==> src/design/amgs_pkg.sv <==
package amgs_pkg;

  localparam int MODE_W  = 4;
  localparam int ID_W    = 4;
  localparam int COUNT_W = 5;
  localparam int TALLY_W = 9;
  localparam int MASK_W  = 16;

  localparam logic [COUNT_W-1:0] NODE_COUNT_RST = 5'd16;
  localparam logic [TALLY_W-1:0] TALLY_MAX      = 9'd511;

  typedef enum logic [MODE_W-1:0] {
    MODE_ADD      = 4'd0,
    MODE_REMOVE   = 4'd1,
    MODE_TEST     = 4'd2,
    MODE_HAS_IN   = 4'd3,
    MODE_HAS_OUT  = 4'd4,
    MODE_POP      = 4'd5,
    MODE_DEGREE   = 4'd6,
    MODE_ARCS     = 4'd7,
    MODE_START    = 4'd8
  } mode_t;

  typedef enum logic [2:0] {
    ST_IDLE = 3'b001,
    ST_ROW  = 3'b010,
    ST_SCAN = 3'b100
  } state_t;

endpackage

==> src/design/amgs_row_mem.sv <==
// Row store: one synchronous memory with a registered read, plus per-row
// valid flags cleared by reset. A row never written reads as all zero.
module amgs_row_mem #(
  parameter int DEPTH = 16,
  localparam int ADDR_W = $clog2(DEPTH)
) (
  input  logic              clk,
  input  logic              rst_n,
  input  logic [ADDR_W-1:0] rd_addr,
  output logic [DEPTH-1:0]  rd_row,
  input  logic              wr_en,
  input  logic [ADDR_W-1:0] wr_addr,
  input  logic [DEPTH-1:0]  wr_row
);

  logic [DEPTH-1:0] mem_r [DEPTH];
  logic [DEPTH-1:0] valid_r;
  logic [DEPTH-1:0] data_r;
  logic             data_vld_r;

  always_ff @(posedge clk) begin
    if (wr_en) begin
      mem_r[wr_addr] <= wr_row;
    end
    data_r <= mem_r[rd_addr];
  end

  always_ff @(posedge clk) begin
    if (!rst_n) begin
      valid_r    <= '0;
      data_vld_r <= 1'b0;
    end else begin
      if (wr_en) begin
        valid_r[wr_addr] <= 1'b1;
      end
      data_vld_r <= valid_r[rd_addr];
    end
  end

  assign rd_row = data_vld_r ? data_r : '0;

endmodule

==> src/design/adjacency_matrix_graph_store_top.sv <==
// Channel     | Ports                                          | Handshake
// ------------+------------------------------------------------+-------------------------
// command     | start, busy, in_mode, in_from_node, in_to_node | taken when start & !busy
// result      | out_strobe, out_status, out_flag,              | one-cycle strobe,
//             | out_found_node, out_tally, out_start_mask      | no back-pressure
// config      | cfg_we, cfg_wdata (node_count)                 | written when cfg_we
//
// Answered from idle: an id error, an unused mode or a scan with no active nodes. Modes that
// touch one row (add, remove, test, has-outgoing, pop, degree) pass through ST_ROW; column
// scans (has-incoming, arc count, start mask) read n = min(node_count, MAX_NODES) rows in
// ST_SCAN: the single read port gives one row per cycle. Results and strobe are registered.
// Reset (rst_n low, synchronous) clears all rows through per-row valid flags, sets
// node_count to 16 and returns to idle. The receiver cannot stall; busy alone holds off start.
module adjacency_matrix_graph_store_top
  import amgs_pkg::*;
#(
  parameter int MAX_NODES = 16
) (
  input  logic               clk,
  input  logic               rst_n,
  input  logic               start,
  output logic               busy,
  input  logic [MODE_W-1:0]  in_mode,
  input  logic [ID_W-1:0]    in_from_node,
  input  logic [ID_W-1:0]    in_to_node,
  output logic               out_strobe,
  output logic               out_status,
  output logic               out_flag,
  output logic [ID_W-1:0]    out_found_node,
  output logic [TALLY_W-1:0] out_tally,
  output logic [MASK_W-1:0]  out_start_mask,
  input  logic               cfg_we,
  input  logic [COUNT_W-1:0] cfg_wdata
);

  localparam int ROW_W = $clog2(MAX_NODES);
  localparam int CNT_W = $clog2(MAX_NODES + 1);
  localparam int CMP_W = (CNT_W > COUNT_W) ? CNT_W : COUNT_W;
  localparam int TOT_W = $clog2(MAX_NODES * MAX_NODES + 1);
  localparam int ACC_W = (TOT_W > 10) ? TOT_W : 10;

  function automatic logic [CNT_W-1:0] pop_count(input logic [MAX_NODES-1:0] v);
    logic [CNT_W-1:0] c;
    c = '0;
    for (int i = 0; i < MAX_NODES; i++) begin
      c = c + CNT_W'(v[i]);
    end
    return c;
  endfunction

  // Control state
  state_t             state_r, state_nxt;
  logic [COUNT_W-1:0] node_count_r;
  logic               out_strobe_r, out_strobe_nxt;

  // Captured command and scan accumulators
  mode_t              mode_r, mode_nxt;
  logic [ID_W-1:0]    from_r, from_nxt;
  logic [ID_W-1:0]    to_r, to_nxt;
  logic [CNT_W-1:0]   rcv_idx_r, rcv_idx_nxt;
  logic               flag_acc_r, flag_acc_nxt;
  logic [ACC_W-1:0]   total_r, total_nxt;
  logic [MAX_NODES-1:0] hit_r, hit_nxt;

  // Result registers
  logic               out_status_r, out_status_nxt;
  logic               out_flag_r, out_flag_nxt;
  logic [ID_W-1:0]    out_found_r, out_found_nxt;
  logic [TALLY_W-1:0] out_tally_r, out_tally_nxt;
  logic [MASK_W-1:0]  out_mask_r, out_mask_nxt;

  // Memory port
  logic [ROW_W-1:0]     rd_addr;
  logic [MAX_NODES-1:0] rd_row;
  logic                 wr_en;
  logic [ROW_W-1:0]     wr_addr;
  logic [MAX_NODES-1:0] wr_row;

  // Active node count and column mask
  logic [CMP_W-1:0]     n_cmp;
  logic [CNT_W-1:0]     n;
  logic [MAX_NODES-1:0] cols;

  logic                 accept;
  mode_t                mode_in;
  logic                 from_bad;
  logic                 to_bad;
  logic [MAX_NODES-1:0] row_m;
  logic [MAX_NODES-1:0] to_bit;
  logic [ROW_W-1:0]     low_idx;

  assign n_cmp = (CMP_W'(node_count_r) > CMP_W'(MAX_NODES)) ? CMP_W'(MAX_NODES)
                                                            : CMP_W'(node_count_r);
  assign n     = CNT_W'(n_cmp);

  always_comb begin
    for (int i = 0; i < MAX_NODES; i++) begin
      cols[i] = (CMP_W'(i) < n_cmp);
    end
  end

  assign busy     = (state_r != ST_IDLE);
  assign accept   = start && !busy;
  assign mode_in  = mode_t'(in_mode);
  assign from_bad = !(CMP_W'(in_from_node) < n_cmp);
  assign to_bad   = !(CMP_W'(in_to_node) < n_cmp);

  // Row being modified or queried, masked to the active columns
  assign row_m  = rd_row & cols;
  assign to_bit = MAX_NODES'(1) << ROW_W'(to_r);

  // Lowest set column of the active row
  always_comb begin
    low_idx = '0;
    for (int i = MAX_NODES - 1; i >= 0; i--) begin
      if (row_m[i]) begin
        low_idx = ROW_W'(i);
      end
    end
  end

  amgs_row_mem #(
    .DEPTH (MAX_NODES)
  ) u_row_mem (
    .clk     (clk),
    .rst_n   (rst_n),
    .rd_addr (rd_addr),
    .rd_row  (rd_row),
    .wr_en   (wr_en),
    .wr_addr (wr_addr),
    .wr_row  (wr_row)
  );

  always_comb begin
    state_nxt      = state_r;
    mode_nxt       = mode_r;
    from_nxt       = from_r;
    to_nxt         = to_r;
    rcv_idx_nxt    = rcv_idx_r;
    flag_acc_nxt   = flag_acc_r;
    total_nxt      = total_r;
    hit_nxt        = hit_r;
    out_strobe_nxt = 1'b0;
    out_status_nxt = out_status_r;
    out_flag_nxt   = out_flag_r;
    out_found_nxt  = out_found_r;
    out_tally_nxt  = out_tally_r;
    out_mask_nxt   = out_mask_r;
    rd_addr        = ROW_W'(in_from_node);
    wr_en          = 1'b0;
    wr_addr        = ROW_W'(from_r);
    wr_row         = rd_row;

    unique case (state_r)
      ST_IDLE: begin
        if (accept) begin
          mode_nxt     = mode_in;
          from_nxt     = in_from_node;
          to_nxt       = in_to_node;
          rcv_idx_nxt  = '0;
          flag_acc_nxt = 1'b0;
          total_nxt    = '0;
          hit_nxt      = '0;
          // Immediate result unless a memory pass is started below
          out_strobe_nxt = 1'b1;
          out_status_nxt = 1'b0;
          out_flag_nxt   = 1'b0;
          out_found_nxt  = '0;
          out_tally_nxt  = '0;
          out_mask_nxt   = '0;
          case (mode_in) inside
            MODE_ADD, MODE_REMOVE, MODE_TEST: begin
              if (from_bad || to_bad) begin
                out_status_nxt = 1'b1;
              end else begin
                out_strobe_nxt = 1'b0;
                state_nxt      = ST_ROW;
              end
            end
            MODE_HAS_OUT, MODE_POP, MODE_DEGREE: begin
              if (from_bad) begin
                out_status_nxt = 1'b1;
              end else begin
                out_strobe_nxt = 1'b0;
                state_nxt      = ST_ROW;
              end
            end
            MODE_HAS_IN: begin
              if (from_bad) begin
                out_status_nxt = 1'b1;
              end else begin
                out_strobe_nxt = 1'b0;
                rd_addr        = '0;
                state_nxt      = ST_SCAN;
              end
            end
            MODE_ARCS, MODE_START: begin
              // No active nodes: the all-zero result stands
              if (n != '0) begin
                out_strobe_nxt = 1'b0;
                rd_addr        = '0;
                state_nxt      = ST_SCAN;
              end
            end
            default: begin
            end
          endcase
        end
      end

      ST_ROW: begin
        // Row of from_node is on rd_row: modify, write back, report
        out_strobe_nxt = 1'b1;
        state_nxt      = ST_IDLE;
        unique case (mode_r)
          MODE_ADD: begin
            wr_en  = 1'b1;
            wr_row = rd_row | to_bit;
          end
          MODE_REMOVE: begin
            wr_en  = 1'b1;
            wr_row = rd_row & ~to_bit;
          end
          MODE_TEST: begin
            out_flag_nxt = |(rd_row & to_bit);
          end
          MODE_HAS_OUT: begin
            out_flag_nxt = |row_m;
          end
          MODE_POP: begin
            if (|row_m) begin
              wr_en         = 1'b1;
              wr_row        = rd_row & ~(MAX_NODES'(1) << low_idx);
              out_flag_nxt  = 1'b1;
              out_found_nxt = ID_W'(low_idx);
            end
          end
          MODE_DEGREE: begin
            out_tally_nxt = TALLY_W'(pop_count(row_m));
          end
          default: begin
          end
        endcase
      end

      ST_SCAN: begin
        // Fold in row rcv_idx_r and fetch the next one
        flag_acc_nxt = flag_acc_r | rd_row[ROW_W'(from_r)];
        total_nxt    = total_r + ACC_W'(pop_count(row_m));
        hit_nxt      = hit_r | rd_row;
        rd_addr      = ROW_W'(rcv_idx_r + CNT_W'(1));
        if (rcv_idx_r == n - CNT_W'(1)) begin
          out_strobe_nxt = 1'b1;
          state_nxt      = ST_IDLE;
          if (mode_r == MODE_HAS_IN) begin
            out_flag_nxt = flag_acc_nxt;
          end
          if (mode_r == MODE_ARCS) begin
            out_tally_nxt = (total_nxt > ACC_W'(TALLY_MAX)) ? TALLY_MAX
                                                            : total_nxt[TALLY_W-1:0];
          end
          if (mode_r == MODE_START) begin
            out_mask_nxt = MASK_W'(cols & ~hit_nxt);
          end
        end else begin
          rcv_idx_nxt = rcv_idx_r + CNT_W'(1);
        end
      end

      default: begin
        state_nxt = ST_IDLE;
      end
    endcase
  end

  always_ff @(posedge clk) begin
    if (!rst_n) begin
      state_r      <= ST_IDLE;
      out_strobe_r <= 1'b0;
      node_count_r <= NODE_COUNT_RST;
    end else begin
      state_r      <= state_nxt;
      out_strobe_r <= out_strobe_nxt;
      if (cfg_we) begin
        node_count_r <= cfg_wdata;
      end
    end
  end

  always_ff @(posedge clk) begin
    mode_r       <= mode_nxt;
    from_r       <= from_nxt;
    to_r         <= to_nxt;
    rcv_idx_r    <= rcv_idx_nxt;
    flag_acc_r   <= flag_acc_nxt;
    total_r      <= total_nxt;
    hit_r        <= hit_nxt;
    out_status_r <= out_status_nxt;
    out_flag_r   <= out_flag_nxt;
    out_found_r  <= out_found_nxt;
    out_tally_r  <= out_tally_nxt;
    out_mask_r   <= out_mask_nxt;
  end

  assign out_strobe     = out_strobe_r;
  assign out_status     = out_status_r;
  assign out_flag       = out_flag_r;
  assign out_found_node = out_found_r;
  assign out_tally      = out_tally_r;
  assign out_start_mask = out_mask_r;

endmodule

==> config.mk <==
export PLATFORM = sky130hd
export DESIGN_NAME = adjacency_matrix_graph_store_top
export DESIGN_NICKNAME = d
export VERILOG_FILES = /design/src/design/amgs_pkg.sv /design/src/design/amgs_row_mem.sv /design/src/design/adjacency_matrix_graph_store_top.sv
export SDC_FILE = /design/constraint.sdc
export NUM_CORES = 1
export LEC_CHECK = 0
export BUFFER_PORTS_ARGS = -buffer_cell sky130_fd_sc_hd__buf_2
export CORE_MARGIN = 1.5
export CORE_UTILIZATION = 40
export CTS_BUF_LIST = sky130_fd_sc_hd__clkbuf_8
export DETAILED_ROUTE_END_ITERATION = 12
export PLACE_DENSITY = 0.68
export SYNTH_ARGS = -nofsm -noshare
export SYNTH_HDL_FRONTEND = slang
export SYNTH_HIERARCHICAL = 1
export SYNTH_SLANG_ARGS = --single-unit
==> constraint.sdc <==
create_clock -name clk -period 6.8 [get_ports clk]
set_clock_uncertainty 0.1 [all_clocks]
set_input_delay 2.04 -clock clk [delete_from_list [all_inputs] [get_ports clk]]
set_output_delay 2.04 -clock clk [all_outputs]
set_load 0.01 [all_outputs]
# Yosys cells after proc, flatten, opt, wreduce, memory -nomap -nowiden
# Memories as Yosys holds them, arrays and structs flattened. A register that Yosys moved wholly into a read port is not among the register bits.
# Index checks and enable logic that the tools add are counted.
# W data, S select, Z words.
[word_totals]
ff_bits = 101
latch_bits = 0
ramBits = 256
rom_bits = 0
inputBits = 21
output_inout_bits = 33
word_cells = 227
mem_count = 1
[memory_table]
columns = ["memory", "depth", "word_bits", "rd", "rd_clocked_by_memory_dff", "write_ports", "line_no", "rtl"]
rows = [
  ["u_row_mem.mem_r", 16, 16, 1, 1, 1, "amgs_row_mem.sv:16", "logic [DEPTH-1:0] mem_r [DEPTH];"],
]
[op_classes]
n_addsub = 18
multipliers = 0
n_div = 0
order_cmp = 23
eq_ne = 37
shifts = 2
n_mux = 91
bitwise_logic = 12
reduce_logical = 26
[ops]
columns = ["operator", "n"]
rows = [
  ["$mux W4", 26],
  ["$mux W16", 6],
  ["$and A16 B16 Y16", 5],
  ["$pmux W16 S2", 2],
  ["$add A5 B1 Y5", 11],
  ["$not A16 Y16", 3],
  ["$or A16 B16 Y16", 3],
  ["$pmux W16 S3", 1],
  ["$mux W9", 5],
  ["$lt A4 B5 Y1 const A", 8],
  ["$eq A4 B3 Y1 const B", 8],
  ["$reduce_or A16 Y1", 2],
  ["$shl A1 B4 Y16 const A", 2],
  ["$mux W3", 10],
  ["$pmux W9 S3", 1],
  ["$mux W1", 23],
  ["$lt A3 B5 Y1 const A", 4],
  ["$pmux W10 S2", 1],
  ["$eq A4 B2 Y1 const B", 4],
  ["$ne A2 B2 Y1 const B", 8],
  ["$pmux W4 S2", 2],
  ["$mux W5", 3],
  ["$add A10 B5 Y10", 1],
  ["$gt A10 B9 Y1 const B", 1],
  ["other kinds (48)", 69],
]

# Depth between registers and ports, before layout
[logic_depth]
depth_word = 26
depth_mapped = 26

# Cells and area by module
# The synthesis kept the hierarchy.
[modules_own_cells]
columns = ["mod", "n_inst", "cells_per_inst", "area_each_um2"]
rows = [
  ["amgs_row_mem", 1, 503, 10731.5],
  ["adjacency_matrix_graph_store_top", 1, 606, 5754.3],
]

# Worst setup path after synthesis
# Ideal clock, no wire load.
[synth_timing]
path_type = "register -> register"
start = "register node_count_r[4]"
end = "register out_tally_r[5], in the netlist out_tally[5], data pin"
setup_time_ns = 0.259
t_arrival_ns = 6.420
required_ns = 6.441
slack_ns = 0.021
path_stages_with_launch = 26
path_buffers = 3
period_less_slack_ns = 6.779
path_cell_list = "dfxtp_1 -> buf_2 -> buf_4 -> clkbuf_1 -> nand2b_1 -> ha_1 -> o21a_1 -> nand2b_1 -> inv_1 -> fa_1 -> inv_1 -> fa_1 -> fa_1 -> fa_1 -> inv_1 -> ha_1 -> fa_1 -> ha_1 -> a21o_1 -> a21o_1 -> a21o_1 -> a21oi_1 -> nor3_1 -> mux2i_1 -> inv_1 -> or2_1"
[synth_via]
elab_chain_cells = 25
elab_cells_between_ends = 40
classes_between = "add/sub: 16; order compare: 18; mux: 5; bitwise: 1"
[synth_rtl]
columns = ["element", "line_no", "rtl"]
rows = [
  ["start, declared", "adjacency_matrix_graph_store_top.sv:53", "logic [COUNT_W-1:0] node_count_r;"],
  ["start signal, assigned", "adjacency_matrix_graph_store_top.sv:285", "node_count_r <= cfg_wdata;"],
  ["$gt A5 B5 Y1", "adjacency_matrix_graph_store_top.sv:92", "assign n_cmp = (CMP_W'(node_count_r) > CMP_W'(MAX_NODES)) ? CMP_W'(MAX_NODES)"],
  ["$mux W5 (*)", "adjacency_matrix_graph_store_top.sv:92", ""],
  ["$lt A1 B5 Y1", "adjacency_matrix_graph_store_top.sv:98", "cols[i] = (CMP_W'(i) < n_cmp);"],
  ["$and A16 B16 Y16 (*)", "adjacency_matrix_graph_store_top.sv:109", "assign row_m = rd_row & cols;"],
  ["$add A1 B1 Y2", "adjacency_matrix_graph_store_top.sv:46", "c = c + CNT_W'(v[i]);"],
  ["$add A2 B1 Y3", "adjacency_matrix_graph_store_top.sv:46", ""],
  ["$add A3 B1 Y4", "adjacency_matrix_graph_store_top.sv:46", ""],
  ["$add A4 B1 Y5", "adjacency_matrix_graph_store_top.sv:46", ""],
  ["$add A5 B1 Y5 (10 in series)", "adjacency_matrix_graph_store_top.sv:46", ""],
  ["$add A5 B1 Y5 (*)", "adjacency_matrix_graph_store_top.sv:46", ""],
  ["$add A10 B5 Y10 (*)", "adjacency_matrix_graph_store_top.sv:249", "total_nxt = total_r + ACC_W'(pop_count(row_m));"],
  ["$gt A10 B9 Y1", "adjacency_matrix_graph_store_top.sv:259", "out_tally_nxt = (total_nxt > ACC_W'(TALLY_MAX)) ? TALLY_MAX"],
  ["$mux W9 (*)", "adjacency_matrix_graph_store_top.sv:259", ""],
  ["$mux W9 (*)", "adjacency_matrix_graph_store_top.sv:258", "if (mode_r == MODE_ARCS) begin"],
  ["$mux W9 (*)", "adjacency_matrix_graph_store_top.sv:252", "if (rcv_idx_r == n - CNT_W'(1)) begin"],
  ["$pmux W9 S3 (*)", "adjacency_matrix_graph_store_top.sv:154", "unique case (state_r)"],
  ["via out_tally_nxt[5]", "adjacency_matrix_graph_store_top.sv:69", "logic [TALLY_W-1:0] out_tally_r, out_tally_nxt;"],
  ["end signal, assigned", "adjacency_matrix_graph_store_top.sv:301", "out_tally_r <= out_tally_nxt;"],
  ["end, declared", "adjacency_matrix_graph_store_top.sv:69", ""],
]
# Mark *: on every way through the listed nets, which the timed path passes. The rest lies on a longest branch. The select of a mux whose other input is x is not followed.
# A chain may end at the register's enable or synchronous reset.

# Worst setup path after layout
[layout_timing]
start = "register node_count_r[0]"
end = "register out_tally_r[6], in the netlist out_tally[6], data pin"
# The elaborated chain is that of the path after synthesis.

==> summary.txt <==
Clock tree
  – Root buf cell: clkbuf_8
  – Worst skew pair latency: 0.65 ns
  – Total CTS buffers: 58
  – Post-CTS resize count: 0
  – H-tree levels: 2
  – Cts hold-fix bufs: 0
  – Sink Count: 373
  – CTS Buffer Depth: 3
  – CTS tree: yes
  – Clock Pin Slew Worst Setup and Hold Paths: 0.07 ns
  – Post-CTS Setup Inserts: 0

Cells and area
  – Cell area after layout: around 19000 µm²
  – Antenna cells: 0
  – Nets: 1262
  – Area Overhead vs Synth: 13.24%
  – Layout cell share with drive strength beyond 1: 22.26%

Floorplanning
  – Die span in x: 206.0 µm
  – Core area: 40740 µm²
  – I/O pins: 54
  – Starting density of the core: approximately 40%
  – Die Ht: 206.0 µm
  – Die Footprint: 42440 µm²
  – Row count: 74

Worst setup path
  – Worst reg2reg path depth: 22
  – Critical path origin: node_count_r[0]
  – Reg2reg start: node_count_r[0]
  – Critical path fanouts, max: 8
  – Crit path kind: reg2reg
  – Setup crit end: out_tally[6]
  – Worst Path Arrival: 6.59 ns
  – Setup slack, reg-to-reg: 0.48 ns
  – CP required: approximately 7 ns
  – Critical path capture point type: flip-flop
  – Startpoint type of the worst setup path: flip-flop
  – Reg2reg end: out_tally[6]

Run status
  – Status: finished, final reports clean

Timing
  – Setup-failing EPs final: 0
  – Fmax: 158.2 MHz
  – Period utilisation layout: 92.98%
  – RSZ-0062 raised after global routing: false
  – Post-route setup slack: 0.4774 ns
  – Min Clock Period, post-route: 6.323 ns
  – Fin. Hold Viols: 0
  – Setup tns final: 0 ns
  – Slew HR: between 10 and 15%
  – Worst slew pin tran: 1.332 ns
  – Max-slew violations: 0
  – Worst Hold Margin: 0.3657 ns

Route
  – DRC Markers: 0
  – WL per Instance: 23.04 µm
  – Detail Route Antenna Nets: 0
  – Drt via density: 5.680
  – First DRT Iteration DRCs: 978
  – Routed via count: between 10000 and 15000
  – Final WL: 41240 µm
  – DRT Pass-1 Iters: 5

Synthesis
  – Area share of the largest cell type after synthesis: 60.29%
  – Mapped Cells: 1109
  – Area contributors post-synth: edfxtp_1 (60%), mux4_2 (9.7%), dfxtp_1 (5.1%), nor2_1 (2.4%), a22oi_1 (1.8%)
  – Syn Nets: around 1200
  – Dominant synthesized flop cell: edfxtp_1
  – Flops & latches, synth: 373
  – Syn avg cell area: 14.87 µm²
  – Top-count cell post-synth: edfxtp_1
  – Number of flops mapped to enable cells by yosys: around 330
  – Count of different cell masters after synthesis: between 70 and 80
  – Share of the yosys chip area belonging to registers: between 60 and 70%
  – Synth Cell Area: 16490 µm²
  – Top post-synthesis cells by count: edfxtp_1 (331), nor2_1 (107), nand2_1 (75)
  – Area leader, netlist: edfxtp_1
  – Post-synth ARST share: 0%
  – YS warnings: 6

GRT
  – Initial antenna violation count: 1
  – Total gr overflow: 0
  – Pin count of the biggest net entering global routing: 42
  – Met2 usage: 32.06%
  – Vias in the first global route: 10030
  – First-pass GRT wire length: 61980 µm
  – Met1 Use GR: between 20 and 30%
  – Met3 global-route usage: 3.769%
  – GRT busiest layer: met2
  – Tot GR Track Use: 19.80%

Placement
  – Area post-placement: roughly 18000 µm²
  – Final Wtd Congestion: 0.9131
  – Port-buffer cells: 53
  – DP Worst Slack: 0.5048 ns
  – Hpwl dp: 26270 µm

Min path
  – Worst hold path class: reg2reg
  – HP Start: u_row_mem/valid_r[2]

Pwr
  – Max VDD drop: 0.1420 mV
  – PwrDens: 259.9 nW/µm²
  – LEAKAGE: 6.677 nW

Flow run
  – MaxCap Viol Count: 0
## final cells by class
| class | count | area (µm²) |
|---|---|---|
| repair buffers | 99 | 610.6 |
| clock inverters | 48 | 280.3 |
| fillers | 3585 | 22070 |
| inverters | 28 | 105.1 |
| well taps | 532 | 665.6 |
| multi-input cells | 648 | 5373 |
| flip-flops and latches | 373 | 10780 |
| clock buffers | 62 | 853.3 |
## per-stage QoR
stage / instances / utilization (%) / power, mW
after floorplan: 1109 / - / 2.929
after global placement: 1680 / 43.04 / 3.067
after detailed placement: 1680 / 43.04 / 3.073
after CTS: 1790 / 45.82 / 4.896
after global routing: 1790 / 45.82 / 5.039
final: 1790 / 45.82 / 4.852
## logic make-up (layout without fill, tap and decap cells)
logic type | count (synthesis) | count (layout) | share of synthesized area, %
flops | 373 | 373 | 65.39
simple gates | 308 | 308 | 9.055
compound gates | 204 | 204 | 8.607
buf+inv | 88 | 237 | 2.406
mux | 87 | 87 | 10.69
fa+ha+maj | 33 | 33 | 3.005
xor+xnor | 16 | 16 | 0.8500
## routing by layer
metal / wire, µm / share of wire [%]
met3: 3253 / 7.9
met5: 0 / 0
met2: 19570 / 47
met4: 871 / 2.1
met1: 17550 / 43
## critical path: stages (launching register included)
cell	delay, ns
dfxtp_1	0.34
nor2b_1	0.26
ha_1	0.22
o21a_1	0.19
nand2b_1	0.23
inv_1	0.11
fa_1	0.51
inv_1	0.06
fa_1	0.51
fa_1	0.52
fa_1	0.54
inv_1	0.04
ha_1	0.21
fa_1	0.49
ha_1	0.30
a21o_1	0.15
a21o_1	0.20
a21o_1	0.18
a21oi_1	0.28
nor3_1	0.12
mux2i_1	0.21
buf_4	0.18
o21ai_0	0.09
## worst min path at each step
| stage | endpoint | cells after the start |
|---|---|---|
| finish | u_row_mem/valid_r[2] | 1 |
| global route | u_row_mem/valid_r[3] | 1 |
| CTS | u_row_mem/valid_r[8] | 1 |
| detailed placement | u_row_mem/valid_r[12] | 1 |
| global placement | u_row_mem/valid_r[4] | 1 |
| floorplan | u_row_mem/valid_r[12] | 1 |
## power by group
part           switching, mW  internal [mW]  total [mW]
clock network          0.892          0.929        1.82
logic                  0.270          0.168       0.438
registers             0.0470           2.54        2.59
## placed cells by master, fill, tap and decap left out, types with 14 or more instances in the layout
master,n
mux4_2,71
o21ai_0,22
nand2b_1,15
nor2_1,95
clkbuf_8,62
edfxtp_1,331
a21oi_1,41
nand2_1,75
ha_1,22
and2_1,23
nor2b_1,14
mux2i_1,14
inv_1,51
buf_4,46
nor3_1,15
dfxtp_1,42
buf_2,53
o21a_1,27
a22oi_1,39
## flip-flops by register name (all words and copies together), names as in the netlist
signal	flops
mode_r	4
hit_r	16
u_row_mem/data_r	16
total_r	10
rcv_idx_r	5
u_row_mem/valid_r	16
out_found_node	4
u_row_mem/data_vld_r	1
to_r	4
state_r	3
u_row_mem/mem_r	256
out_tally	9
flag_acc_r	1
node_count_r	5
out_flag	1
from_r	4
out_status	1
out_start_mask	16
out_strobe	1
No activity file was read; power rests on OpenSTA's default activity.
